File: src/rtl/core/tdc_rwd_pkg.sv
package tdc_rwd_pkg;

  localparam int WordW  = 32;
  localparam int TypeW  = 5;
  localparam int KindW  = 2;
  localparam int EventW = 22;
  localparam int ChanW  = 7;
  localparam int TimeW  = 21;
  localparam int CountW = 16;

  localparam int TypeLsb  = 27;
  localparam int EventLsb = 5;
  localparam int EdgeBit  = 26;
  localparam int StatBit  = 24;

  typedef logic [TypeW-1:0]  type_code_t;
  typedef logic [KindW-1:0]  kind_t;
  typedef logic [CountW-1:0] count_t;
  typedef logic [EventW-1:0] event_t;

  localparam type_code_t TYPE_MEAS   = 5'h00;
  localparam type_code_t TYPE_GHEAD  = 5'h08;
  localparam type_code_t TYPE_GTRAIL = 5'h10;

  localparam kind_t KIND_HEADER  = 2'd0;
  localparam kind_t KIND_MEAS    = 2'd1;
  localparam kind_t KIND_TRAILER = 2'd2;

  localparam count_t COUNT_MAX   = 16'hffff;
  localparam count_t COUNT_START = 16'd1;
  localparam count_t MEAS_ADD    = 16'd3;
  localparam count_t TRAIL_ADD   = 16'd1;

  typedef struct packed {
    kind_t              word_kind;
    event_t             event_number;
    logic [ChanW-1:0]   channel;
    logic [TimeW-1:0]   time_value;
    logic               trailing_edge;
    logic               trailer_status;
    count_t             event_word_count;
  } result_t;

  typedef struct packed {
    logic    has_result;
    event_t  event_nxt;
    count_t  count_nxt;
  } dec_ctl_t;

endpackage

File: src/rtl/core/tdc_readout_word_decoder.sv
// Readout-word decoder for a multi-hit TDC: takes one 32-bit word per cycle and presents at
// most one result word on the out_ ports per accepted word (input register, then result
// register); global headers, measurements and global trailers produce results, all other
// word types are dropped. Sustained rate is one word per clock, limited only by the result
// register being held while out_stall is high; dropped words keep flowing during such a
// stall unless a result word is in the input register. The layout register mode_1290 is
// written through the cfg port, always ready, and must only change while the decoder is idle.
module tdc_readout_word_decoder (
  input  logic                               clk,
  input  logic                               rst_n,
  input  logic                               cfg_valid,
  output logic                               cfg_ready,
  input  logic                               cfg_mode_1290,
  input  logic                               in_valid,
  output logic                               in_stall,
  input  logic [tdc_rwd_pkg::WordW-1:0]      in_readout_word,
  output logic                               out_valid,
  input  logic                               out_stall,
  output logic [tdc_rwd_pkg::KindW-1:0]      out_word_kind,
  output logic [tdc_rwd_pkg::EventW-1:0]     out_event_number,
  output logic [tdc_rwd_pkg::ChanW-1:0]      out_channel,
  output logic [tdc_rwd_pkg::TimeW-1:0]      out_time_value,
  output logic                               out_trailing_edge,
  output logic                               out_trailer_status,
  output logic [tdc_rwd_pkg::CountW-1:0]     out_event_word_count
);

  logic                            mode_r, mode_nxt;
  logic                            s1_valid_r, s1_valid_nxt;
  logic [tdc_rwd_pkg::WordW-1:0]   s1_word_r, s1_word_nxt;
  tdc_rwd_pkg::event_t             event_r, event_nxt;
  tdc_rwd_pkg::count_t             count_r, count_nxt;
  logic                            out_valid_r, out_valid_nxt;
  tdc_rwd_pkg::result_t            out_res_r, out_res_nxt;

  tdc_rwd_pkg::dec_ctl_t           dec_ctl;
  tdc_rwd_pkg::result_t            dec_res;
  logic                            in_accept;
  logic                            out_free;
  logic                            s1_go;
  logic                            s1_emit;

  tdc_rwd_decode u_decode (
    .word      (s1_word_r),
    .mode_1290 (mode_r),
    .event_cur (event_r),
    .count_cur (count_r),
    .ctl       (dec_ctl),
    .res       (dec_res)
  );

  assign cfg_ready = 1'b1;
  assign out_free  = !out_valid_r || !out_stall;
  assign s1_go     = s1_valid_r && (out_free || !dec_ctl.has_result);
  assign s1_emit   = s1_go && dec_ctl.has_result;
  assign in_stall  = s1_valid_r && !s1_go;
  assign in_accept = in_valid && !in_stall;

  always_comb begin
    mode_nxt      = (cfg_valid && cfg_ready) ? cfg_mode_1290 : mode_r;
    s1_word_nxt   = in_accept ? in_readout_word : s1_word_r;
    s1_valid_nxt  = in_accept ? 1'b1 : (s1_go ? 1'b0 : s1_valid_r);
    event_nxt     = s1_go ? dec_ctl.event_nxt : event_r;
    count_nxt     = s1_go ? dec_ctl.count_nxt : count_r;
    out_res_nxt   = s1_emit ? dec_res : out_res_r;
    out_valid_nxt = s1_emit ? 1'b1 : (out_free ? 1'b0 : out_valid_r);
  end

  always_ff @(posedge clk) begin
    if (!rst_n) begin
      mode_r      <= 1'b0;
      s1_valid_r  <= 1'b0;
      event_r     <= '0;
      count_r     <= '0;
      out_valid_r <= 1'b0;
    end else begin
      mode_r      <= mode_nxt;
      s1_valid_r  <= s1_valid_nxt;
      event_r     <= event_nxt;
      count_r     <= count_nxt;
      out_valid_r <= out_valid_nxt;
    end
  end

  always_ff @(posedge clk) begin
    s1_word_r <= s1_word_nxt;
    out_res_r <= out_res_nxt;
  end

  assign out_valid            = out_valid_r;
  assign out_word_kind        = out_res_r.word_kind;
  assign out_event_number     = out_res_r.event_number;
  assign out_channel          = out_res_r.channel;
  assign out_time_value       = out_res_r.time_value;
  assign out_trailing_edge    = out_res_r.trailing_edge;
  assign out_trailer_status   = out_res_r.trailer_status;
  assign out_event_word_count = out_res_r.event_word_count;

`ifndef ASSERT_OFF
  a_count_sat_holds: assert property (@(posedge clk) disable iff (!rst_n)
    (count_r == tdc_rwd_pkg::COUNT_MAX) &&
    !(s1_go && (s1_word_r[tdc_rwd_pkg::TypeLsb +: tdc_rwd_pkg::TypeW] ==
                tdc_rwd_pkg::TYPE_GHEAD))
    |=> (count_r == tdc_rwd_pkg::COUNT_MAX))
    else $error("saturated word count changed without a header");

  a_trailer_count_nonzero: assert property (@(posedge clk) disable iff (!rst_n)
    out_valid_r && (out_res_r.word_kind == tdc_rwd_pkg::KIND_TRAILER)
    |-> (out_res_r.event_word_count != '0))
    else $error("trailer reported with zero word count");

  a_non_meas_clean: assert property (@(posedge clk) disable iff (!rst_n)
    out_valid_r && (out_res_r.word_kind != tdc_rwd_pkg::KIND_MEAS)
    |-> (out_res_r.channel == '0) && (out_res_r.time_value == '0) &&
        !out_res_r.trailing_edge)
    else $error("measurement fields set on a non-measurement result");

  a_stall_needs_word: assert property (@(posedge clk) disable iff (!rst_n)
    in_stall |-> s1_valid_r && out_valid_r && out_stall)
    else $error("input stalled without a blocked result");
`endif

endmodule

File: src/rtl/core/tdc_rwd_decode.sv
module tdc_rwd_decode (
  input  logic [tdc_rwd_pkg::WordW-1:0] word,
  input  logic                          mode_1290,
  input  tdc_rwd_pkg::event_t           event_cur,
  input  tdc_rwd_pkg::count_t           count_cur,
  output tdc_rwd_pkg::dec_ctl_t         ctl,
  output tdc_rwd_pkg::result_t          res
);

  tdc_rwd_pkg::type_code_t         word_type;
  tdc_rwd_pkg::event_t             event_hdr;
  logic [tdc_rwd_pkg::CountW:0]    sum_meas;
  logic [tdc_rwd_pkg::CountW:0]    sum_trail;
  tdc_rwd_pkg::count_t             sat_meas;
  tdc_rwd_pkg::count_t             sat_trail;

  assign word_type = word[tdc_rwd_pkg::TypeLsb +: tdc_rwd_pkg::TypeW];
  assign event_hdr = word[tdc_rwd_pkg::EventLsb +: tdc_rwd_pkg::EventW];

  assign sum_meas  = {1'b0, count_cur} + {1'b0, tdc_rwd_pkg::MEAS_ADD};
  assign sum_trail = {1'b0, count_cur} + {1'b0, tdc_rwd_pkg::TRAIL_ADD};
  assign sat_meas  = sum_meas[tdc_rwd_pkg::CountW] ? tdc_rwd_pkg::COUNT_MAX
                                                   : sum_meas[tdc_rwd_pkg::CountW-1:0];
  assign sat_trail = sum_trail[tdc_rwd_pkg::CountW] ? tdc_rwd_pkg::COUNT_MAX
                                                    : sum_trail[tdc_rwd_pkg::CountW-1:0];

  always_comb begin
    res                = '0;
    res.event_number   = event_cur;
    ctl.has_result     = 1'b0;
    ctl.event_nxt      = event_cur;
    ctl.count_nxt      = count_cur;
    unique case (word_type)
      tdc_rwd_pkg::TYPE_GHEAD: begin
        ctl.has_result   = 1'b1;
        ctl.event_nxt    = event_hdr;
        ctl.count_nxt    = tdc_rwd_pkg::COUNT_START;
        res.word_kind    = tdc_rwd_pkg::KIND_HEADER;
        res.event_number = event_hdr;
      end
      tdc_rwd_pkg::TYPE_MEAS: begin
        ctl.has_result    = 1'b1;
        ctl.count_nxt     = sat_meas;
        res.word_kind     = tdc_rwd_pkg::KIND_MEAS;
        res.trailing_edge = word[tdc_rwd_pkg::EdgeBit];
        if (mode_1290) begin
          res.channel    = {2'b00, word[25:21]};
          res.time_value = word[20:0];
        end else begin
          res.channel    = word[25:19];
          res.time_value = {2'b00, word[18:0]};
        end
      end
      tdc_rwd_pkg::TYPE_GTRAIL: begin
        ctl.has_result       = 1'b1;
        ctl.count_nxt        = sat_trail;
        res.word_kind        = tdc_rwd_pkg::KIND_TRAILER;
        res.trailer_status   = word[tdc_rwd_pkg::StatBit];
        res.event_word_count = sat_trail;
      end
      default: begin
        ctl.has_result = 1'b0;
      end
    endcase
  end

endmodule

File: config.mk
export PLATFORM = sky130hd
export DESIGN_NAME = tdc_readout_word_decoder
export DESIGN_NICKNAME = d
export VERILOG_FILES = /design/src/rtl/core/tdc_rwd_pkg.sv /design/src/rtl/core/tdc_readout_word_decoder.sv /design/src/rtl/core/tdc_rwd_decode.sv
export SDC_FILE = /design/constraint.sdc
export NUM_CORES = 1
export LEC_CHECK = 0
export BUFFER_PORTS_ARGS = -buffer_cell sky130_fd_sc_hd__buf_2
export CORE_AREA = 2 2 135 97
export DETAILED_ROUTE_END_ITERATION = 12
export DIE_AREA = 0 0 137 99
export GPL_TIMING_DRIVEN = 0
export PLACE_DENSITY = 0.74
export SKIP_LAST_GASP = 1
export SYNTH_ARGS = -nofsm -noshare
export SYNTH_HDL_FRONTEND = slang
export SYNTH_SLANG_ARGS = --single-unit
File: constraint.sdc
create_clock -name clk -period 3 [get_ports clk]
set_clock_uncertainty 0.15 [all_clocks]
set_input_delay 0.3 -clock clk [delete_from_list [all_inputs] [get_ports clk]]
set_output_delay 0.3 -clock clk [all_outputs]
set_load 0.03 [all_outputs]
## Word-level counts from Yosys, hierarchy flattened

Cells that the tools add are included.

- Bits in registers: 143
- Input port bits: 38
- Output and inout port bits: 73
- Word-level logic and storage cells: 50

- Add/sub/neg operators: 2
- Eq/ne operators: 2
- Mux-type cells: 11
- Bitwise operators: 1
- Reduce and logical (&&, ||, !) cells: 19

Operators by type and width:

| operator | number |
|---|---|
| $pmux 16 s3 | 1 |
| $mux 16 | 2 |
| $mux 26 | 1 |
| $mux 22 | 1 |
| $add 16x1->17 const B | 1 |
| $add 16x2->17 const B | 1 |
| $eq 5x4->1 const B | 1 |
| $eq 5x5->1 const B | 1 |
| $logic_not 1->1 | 5 |
| $logic_not 5->1 | 1 |
| $mux 1 | 5 |
| $logic_and 1x1->1 | 4 |
| $pmux 2 s2 | 1 |
| $reduce_and 2->1 | 2 |
| $reduce_bool 2->1 | 2 |
| $reduce_bool 3->1 | 1 |
| $reduce_or 3->1 | 1 |
| $logic_or 1x1->1 | 2 |
| $reduce_or 2->1 | 1 |
| $not 1->1 | 1 |

## Longest topological paths before layout

Gate-level depths: netlist (run 1).

- Depth in word-level cells: 11
- Mapped depth: 9
- Gate-level depth less buffers: 7

## By module

A second synthesis (run 1) with hierarchy kept.

- Cells, all modules: 547
- Area, all modules: 6627.6 µm²

By module, submodules not included:

| module | instances | cells an instance | area each (µm²) | sequential area each (µm²) |
|---|---|---|---|---|
| tdc_readout_word_decoder | 1 | 283 | 4745.8 | 3883.7 |
| tdc_rwd_decode | 1 | 264 | 1881.8 | 0.0 |

## Worst setup path before layout (run 1)

OpenSTA, ideal clock, no wires.

- Path type: reg-to-reg
- Start point: register s1_word_r[31] (netlist bit)
- End point: register s1_word_r[0] (netlist bit), enable pin
- Library setup time: 0.424 ns
- Arrival: 2.404 ns
- Required time: 2.426 ns
- Path slack: 0.022 ns
- Stages on the path, launching flop included: 6
- Buffers on the path: 1
- Clock period less this slack: 2.978 ns
- Path through: edfxtp_1 buf_6 a2111o_1 nor2_1 and2_1 nor2b_1

- Word-level cells in the longest chain between the ends: 10
- Elaborated cells between the ends (all ways): 12
- Classes of those cells: eq/ne: 2; mux: 1; reduce/logical: 9

RTL lines:

| element | line | RTL |
|---|---|---|
| start: declaration | tdc_readout_word_decoder.sv:30 | `logic [tdc_rwd_pkg::WordW-1:0] s1_word_r, s1_word_nxt;` |
| start signal: assignment | tdc_readout_word_decoder.sv:86 | `s1_word_r <= s1_word_nxt;` |
| $eq 5x4->1, or another cell as far along | tdc_rwd_decode.sv:33 | `unique case (word_type)` |
| $reduce_or 3->1 (no line) (*) | - |  |
| $mux 1 (*) | tdc_rwd_decode.sv:33 |  |
| $logic_not 1->1 (*) | tdc_readout_word_decoder.sv:54 | `assign s1_go = s1_valid_r && (out_free \|\| !dec_ctl.has_result);` |
| $logic_or 1x1->1 (*) | tdc_readout_word_decoder.sv:54 |  |
| $logic_and 1x1->1 (*) | tdc_readout_word_decoder.sv:54 |  |
| $logic_not 1->1 (*) | tdc_readout_word_decoder.sv:56 | `assign in_stall = s1_valid_r && !s1_go;` |
| $logic_and 1x1->1 (*) | tdc_readout_word_decoder.sv:56 |  |
| via in_stall | tdc_readout_word_decoder.sv:15 | `output logic in_stall,` |
| $logic_not 1->1 (*) | tdc_readout_word_decoder.sv:57 | `assign in_accept = in_valid && !in_stall;` |
| $logic_and 1x1->1 (*) | tdc_readout_word_decoder.sv:57 |  |
| via in_accept | tdc_readout_word_decoder.sv:38 | `logic in_accept;` |

The timed path passes the listed nets; every way through them passes the cells marked *.
A chain may end at the register's enable or synchronous reset.

## Worst setup path in the final report (run 1)

- Start point: register s1_word_r[30] (netlist bit)
- End point: register count_r[13]

- Word-level cells in the longest chain between the ends: 7
- Elaborated cells between the ends (all ways): 11
- Classes of those cells: eq/ne: 2; mux: 2; reduce/logical: 7

RTL lines:

| element | line | RTL |
|---|---|---|
| $eq 5x4->1, or another cell as far along | tdc_rwd_decode.sv:33 |  |
| $reduce_or 3->1 (no line) | - |  |
| $mux 1 | tdc_rwd_decode.sv:33 |  |
| $logic_not 1->1 | tdc_readout_word_decoder.sv:54 |  |
| $logic_or 1x1->1 | tdc_readout_word_decoder.sv:54 |  |
| $logic_and 1x1->1 | tdc_readout_word_decoder.sv:54 |  |
| $reduce_and 2->1 (no line) | - |  |
| end signal: assignment | tdc_readout_word_decoder.sv:80 | `count_r <= count_nxt;` |
| end: declaration | tdc_readout_word_decoder.sv:32 | `tdc_rwd_pkg::count_t count_r, count_nxt;` |

Several ways; a longest one is shown, not always the timed one.

==> results of run 1 <==
-- routing by layer --
metal / track usage (%) / vias up
met5: 0 / -
met3: 4.63 / 25
met2: 34.6 / 178
met4: 8.09 / 0
li1: - / 2043
met1: 31.2 / 2061
-- cell usage in the layout, fill, tap and decap left out, types with 4 or more instances in the layout --
cell,Yosys,layout
buf_2,11,120
edfxtp_1,102,102
nor2_1,44,44
dfxtp_1,41,41
dlygate4sd3_1,0,35
mux2i_1,31,31
and2_1,23,23
mux2_2,22,22
a21oi_1,22,22
clkbuf_16,0,17
nor3_1,14,14
nand2_1,14,14
xnor2_1,12,12
clkbuf_1,11,11
o21ai_0,10,10
inv_1,8,8
a211oi_1,8,8
nand3_1,7,7
nor4_1,7,7
inv_8,0,7
buf_4,6,6
nand4_1,6,6
buf_6,5,5
a31oi_1,5,5
and3_1,4,4
a221o_1,4,4
a211o_1,4,4
inv_6,0,4
-- through the flow --
step           setup slack [ns]  util, %  setup TNS (ns)  std cells  hold WS (ns)
3_5_place_dp             -0.162     55.5          -0.690        734         0.328
4_1_cts                   0.246     63.2               0        801       0.00858
6_report                  0.247     63.2               0        801        0.0252
3_3_place_gp             -0.729     55.4          -23.55        734         0.317
2_1_floorplan            0.0220        -               0        463         0.249
5_1_grt                   0.136     63.2               0        801        0.0281
-- cells in the mapped netlist, drive strengths merged, types with 3 or more instances --
cell type	n	area, um2
a211o	4	35.0
a211oi	8	60.1
a21oi	22	110
a221o	4	40.0
a31oi	5	31.3
and2	23	144
and3	4	25.0
and4	3	26.3
buf	22	156
clkbuf	12	46.3
dfxtp	41	821
edfxtp	102	3060
inv	8	30.0
mux2	22	248
mux2i	31	310
nand2	14	52.6
nand3	7	35.0
nand4	8	71.3
nor2	45	171
nor3	15	80.1
nor4	8	65.1
o21ai	10	50.1
or4	3	22.5
xnor2	12	105
-- worst min-delay path: stages --
cell and delay, ns:
buf_2 0.13, o31ai_1 0.07, a21oi_1 0.04
-- logic make-up after synthesis --
logic type                 synth area share [%]
AOI/OAI and AO/OA                          7.54
xor gates and xnor gates                   2.03
adders and majority gates                 0.414
buffers and inverters                      3.93
DFF                                        64.3
muxes                                      9.23
other                                    0.0621
and+or+nand+nor                            12.5
-- report_power, final --
part | switching (mW) | internal, mW
registers | 0.0272 | 2.16
logic | 0.114 | 0.0954
clock network | 0.925 | 1.19
-- sequential cells by signal (all words and copies together) (netlist names), 2 cells and up --
register              cells
s1_word_r                32
event_r                  22
count_r                  16
out_channel               7
out_event_number         22
out_word_kind             2
out_time_value           21
out_event_word_count     16
-- area by class of cell --
cell class,instances,area [um2],share of cell area (%)
plain buffers,34,203,2.62
clock buffers,17,425,5.49
clock inverters,15,165,2.13
inverters,9,38.8,0.501
multi-input cells,277,1930,24.9
flip-flops and latches,143,3880,50.2
well taps,162,203,2.62
repair buffers,144,896,11.6
-- repair_timing --
| item | CTS | global route |
|---|---|---|
| endpoints found under the hold margin | 34 | 0 |
| hold buffers | 35 | 0 |
| gates resized for setup | 1 | 0 |
| endpoints found under the setup margin | 13 | 0 |
-- final timing paths --
check / startpoint / end / slack, ns / depth (start not counted)
hold / removal: rst_n / count_r[4] / 0.03 / 3
setup / recovery: s1_word_r[30] / count_r[13] / 0.25 / 6
hold reg to reg: event_r[21] / event_r[21] / 0.34 / 2
setup reg to reg: s1_word_r[30] / count_r[13] / 0.25 / 6
==> impl_results.md, run 1 <==
* Top routing layer used: met4
* Worst Setup Start Kind: register
* Clock tree root buffer cell: clkbuf_16
* Hold Path Class: in -> reg
* Distinct cells, synth at 53
* Worst-path clk slew at roughly 0.060 ns
* CP Capture Type: register
* P per Cell Area at between 500 and 600 nW/um2
* ANT cells at 0
* # setup viols final at 0
* Synth warn at 0
* Register bit total from synthesis at 143
* Worst Max-Slew Pin Slew at 1.03 ns
* Max VDD drop at 0.000445 V
* Max Slew Vio Count at 0
* WP buf/inv at 2
* Area Growth Syn to Fin at 28.1%
* Layout cells sized above 1 at 30.8%
* DIE AREA at 13600 um2
* FILL cells at 963
* I/O Buffers at 109
* Final Critical Period at approximately 2.8 ns
* Fmax at 0.363 GHz
* Worst-path cell chain: a2111o_1, or2_4, clkinv_4, nor2_2, buf_6, a221o_1
* Design Power at about 4.5 mW
* Required time of the worst setup path at 3.15 ns
* WL met3 at 1.14 mm
* CTS tree: built
* Routed len/inst at between 15 and 20 um
* Most common flop cell mapped by yosys: edfxtp_1
* Slowest-stage cell, CP: a2111o_1
* Met1 Wirelength at 6.39 mm
* Worst path top cell family by delay: compound AO/OA/AOI/OAI gates
* Clk Latency, worst-skew pair at 0.41 ns
* Leakage at 2.98 nW
* TritonRoute pass-1 iters at 5
* Final hold viol count at 0
* Design area at 7740 um2
* Relative slew slack at a little under a third
* Part of the Yosys area used for sequential elements at 64.3%
* Clock tree buffer depth at 2
* Number of global-route vias before repair at about 4.2k
* Global-route wire length before repair at between 20 and 25 mm
* Max Cap Viol at 0
* Met2 wire len at 6.78 mm
* RePlAce Congestion at between 0.9 and 1
* Largest net degree at the start of global routing at 76
* Antenna violations before repair at 0
* CTS Sinks at between 100 and 150
* Hpwl dp at 9.46 mm
* Die height at 99 um
* Gate Count Post-Synth at around 460
* Layout Nets at about 670
* Critical setup path kind: reg -> reg
* Syn avg cell area at 13.1 um2
* Vias at roughly 4.3k
* Placeable Area at 12300 um2
* Mapped cell area at 6040 um2
* Initial Util at about half
* Worst Path Max Fanout at 75
* DRT antenna net count at 0
* # DRC at 0
* Total wire length at 14.6 mm
* Total track usage at 22.3%
* I/O pin count at 111
* Post-synth EDFFs at 102
* DR iter-0 viols at between 400 and 500
* Cell Area, Placed at 6800 um2
* Status: finished clean
* CTS H-tree lvls at 4
* Vias per cell at 5.38
* Total congestion overflow at 0
* TritonCTS Buffers at 17
* Tcrit/Tclk final at roughly nine tenths
* Worst EP arrival at 2.90 ns
* Setup repair after global routing missed its margin: no
* Synth Net Count at 503
* Die W at 137 um
* Num rows at 34
* Post-CTS Setup Repair Bufs at 0
* Ys async rst share at 0%
* Max incr delay on CP at between 0.5 and 0.6 ns
Power figures use the tool's default switching activity.
==> run 2, diff against run 1 <==
Settings changed: ABC_AREA from default to 1, CORE_AREA 2 2 135 97 to 2 2 137 99, DIE_AREA 0 0 137 99 to 0 0 139 101, PLACE_DENSITY 0.74 to 0.73.
==> impl_results.md, run 2 <==
* Storage element area at 3880 um2 (unchanged)
* Clk Latency, worst-skew pair at 0.42 ns (about the same)
* Vias per cell at 5.20 (-3.2%)
* Final Critical Period at 2.73 ns (-0.0213 ns)
* Die height at 101 um (+2.0%)
* Initial Util at 48.6% (-0.71 points)
* # DRC at 0 (unchanged)
* CTS H-tree lvls at 4 (unchanged)
* Hold Path Class: in -> reg
* Max Slew Vio Count at 0 (unchanged)
* I/O pin count at 111 (unchanged)
* Largest net degree at the start of global routing at 80 (+5.3%)
* RePlAce Congestion at 0.905 (-5.8%)
* Leakage at 3.40 nW (+14%)
* Fmax at 0.366 GHz (+0.78%)
* P per Cell Area at 576 nW/um2 (-1.1%)
* FILL cells at 1017 (+5.6%)
* Antenna violations before repair at 1 (+1)
* Syn avg cell area at 10.1 um2 (-23%)
* Worst Setup Start Kind: register
* Layout cells sized above 1 at 25.3% (-5.6 points)
* TritonRoute pass-1 iters at 5 (unchanged)
* Critical setup path kind: reg -> reg
* Top post-synthesis cells by area: edfxtp_1 (49%), dfxtp_1 (13%), nand2_1 (7.1%), nand3_1 (4.9%), inv_1 (4.5%)
* Max VDD drop at 0.000442 V (-0.61%)
* Placeable Area at 12800 um2 (+4.4%)
* Num rows at 35 (+2.9%)
* Largest Register: s1_word_r
* Layout Nets at 819 (+23%)
* CP Capture Type: register
* Gate Count Post-Synth at 616 (+33%)
* Clock tree root buffer cell: clkbuf_16
* Max reg flops at 32 (unchanged)
* Max incr delay on CP at 0.43 ns (-0.09 ns)
* CTS tree: built
* DIE AREA at 14000 um2 (+3.5%)
* Die W at 139 um (+1.5%)
* Total wire length at 15.4 mm (+5.4%)
* I/O Buffers at 109 (unchanged)
* Final hold viol count at 0 (unchanged)
* Total congestion overflow at 0 (unchanged)
* Register bit total from synthesis at 143 (unchanged)
* Area occupied by multi-input gates at 1870 um2 (-3.0%)
* DRT antenna net count at 0 (unchanged)
* Tcrit/Tclk final at 91.0% (-0.71 points)
* Global-route wire length before repair at 23.9 mm (+5.5%)
* Setup total negative slack at 0 ns (unchanged)
* Setup repair after global routing missed its margin: no
* Mapped cell area at 6220 um2 (+2.9%)
* Place WS at 0.245 ns (+0.407 ns)
* Routed len/inst at 16.0 um (-12%)
* Worst-path cell chain: nor2_2, nand4_2, nand2_2, nand3_2, nor2_1, inv_1, nand2_1, clkinv_1, buf_16
* Part of the Yosys area used for sequential elements at 62.5% (-1.8 points)
* Clock tree buffer depth at 2 (unchanged)
* Fin worst setup slack at 0.269 ns (+0.0213 ns)
* Max Cap Viol at 0 (unchanged)
* Hpwl dp at 10.0 mm (+6.2%)
* Ys async rst share at 0% (unchanged)
* Worst Path Max Fanout at 22 (-71%)
* Status: finished clean
* Post-synth EDFFs at 102 (unchanged)
* CTS Sinks at 143 (unchanged)
* Area Growth Syn to Fin at 28.2% (about the same)
* Worst Max-Slew Pin Slew at 0.738 ns (-0.292 ns)
* Distinct cells, synth at 41 (-23%)
* Largest area contributor in the netlist: edfxtp_1
* Synth Net Count at 656 (+30%)
* Worst-path clk slew at 0.07 ns (about the same)
* Most common flop cell mapped by yosys: edfxtp_1
* Synth top cells by count: nand2_1 (118), edfxtp_1 (102), inv_1 (75)
* Post-CTS Setup Repair Bufs at 0 (unchanged)
* Number of global-route vias before repair at 4769 (+12%)
* Design Power at 4.59 mW (+1.7%)
* Synth warn at 0 (unchanged)
* Slowest-stage cell, CP: clkinv_1
* Total track usage at 22.2% (-0.14 points)
* DR iter-0 viols at 505 (+21%)
* Vias at 4990 (+16%)
* Commonest non-fill, non-tap cell in the layout: nand2_1
* Worst EP arrival at 2.76 ns (-0.14 ns)
* TritonCTS Buffers at 17 (unchanged)
* Most common cell in the synthesized netlist: nand2_1
* Relative slew slack at 50.8% (+20 points)
* Required time of the worst setup path at 3.03 ns (-0.12 ns)
* Top-area cell type share of the netlist area at 49.3% (-1.4 points)
* Commonest non-fill, non-tap cells in the layout: nand2_1 (118), buf_2 (114), edfxtp_1 (102), inv_1 (74), nand3_1 (61)
* # setup viols final at 0 (unchanged)
[run 2: cell types whose count changed after synthesis, sizes merged, moves of 8 or more]
| cell | before | now |
|---|---|---|
| a211oi | 8 | 0 |
| a21oi | 22 | 43 |
| and2 | 23 | 0 |
| buf | 22 | 14 |
| inv | 8 | 81 |
| mux2 | 22 | 0 |
| mux2i | 31 | 0 |
| nand2 | 14 | 130 |
| nand3 | 7 | 64 |
| nor3 | 15 | 2 |
| nor4 | 8 | 0 |
| o21ai | 10 | 49 |
| xnor2 | 12 | 2 |
[run 2: kinds of logic after synthesis]
kind of cell	count (synthesis)	synth area share [%]
AO/OA/AOI/OAI	100	8.73
XOR/XNOR	8	1.13
adder cells (fa/ha/maj)	2	0.402
buffers and inverters	109	7.43
flip-flops	143	62.5
other	1	0.0603
AND/OR/NAND/NOR	253	19.8
[run 2: final timing paths]
| path | endpoint | from | slack (ns) | cells past startpoint |
|---|---|---|---|---|
| worst max register to register | s1_word_r[10] | s1_word_r[28] | 0.27 | 9 |
| worst min register to register | event_r[19] | event_r[19] | 0.32 | 2 |
| worst min-delay path | s1_valid_r | in_valid | 0.04 | 3 |
| worst max-delay path | s1_word_r[10] | s1_word_r[28] | 0.27 | 9 |
[run 2: metrics by stage]
stage	hold WS, ns	util [%]	instances	instance area [um2]
6_report	0.0377	62.3	959	7970
5_1_grt	0.0466	62.3	959	7970
4_1_cts	0.00369	62.0	957	7930
3_5_place_dp	0.303	54.5	891	6970
3_3_place_gp	0.297	54.5	891	6970
2_1_floorplan	0.243	-	616	6220
[run 2: final cells by class]
cell class / count / area share (%)
clock buffers: 17 / 5.34
clock inverters: 15 / 2.48
diodes: 1 / 0.0314
plain buffers: 23 / 1.49
multi-input cells: 364 / 23.5
inverters: 86 / 4.35
repair buffers: 144 / 11.5
flip-flops and latches: 143 / 48.7
well taps: 166 / 2.61
[run 2: metal layers]
| layer | GRT usage [%] | part of all wire, % | vias to the layer above |
|---|---|---|---|
| met5 | 0 | 0 | - |
| met4 | 8.47 | 1.8 | 0 |
| met3 | 6.27 | 8.6 | 23 |
| met2 | 36.1 | 48 | 241 |
| met1 | 28.6 | 41 | 2340 |
| li1 | - | - | 2386 |
[run 2: critical path, delay by kind of cell, from the launching register on]
kind	cells	cell delay [ns]
buf+inv	3	0.85
simple gates	6	1.08
flops	1	0.38
[run 2: what timing repair did]
action                     4_1_cts  5_1_grt
setup endpoints to repair        0        1
resized for setup                0        1
hold endpoints to repair        33        0
hold buffers                    34        0
[run 2: power by group]
group | switching [mW] | internal, mW | leakage [nW]
logic | 0.133 | 0.0810 | 1.78
registers | 0.0204 | 2.16 | 1.32
clock network | 0.924 | 1.27 | 0.302
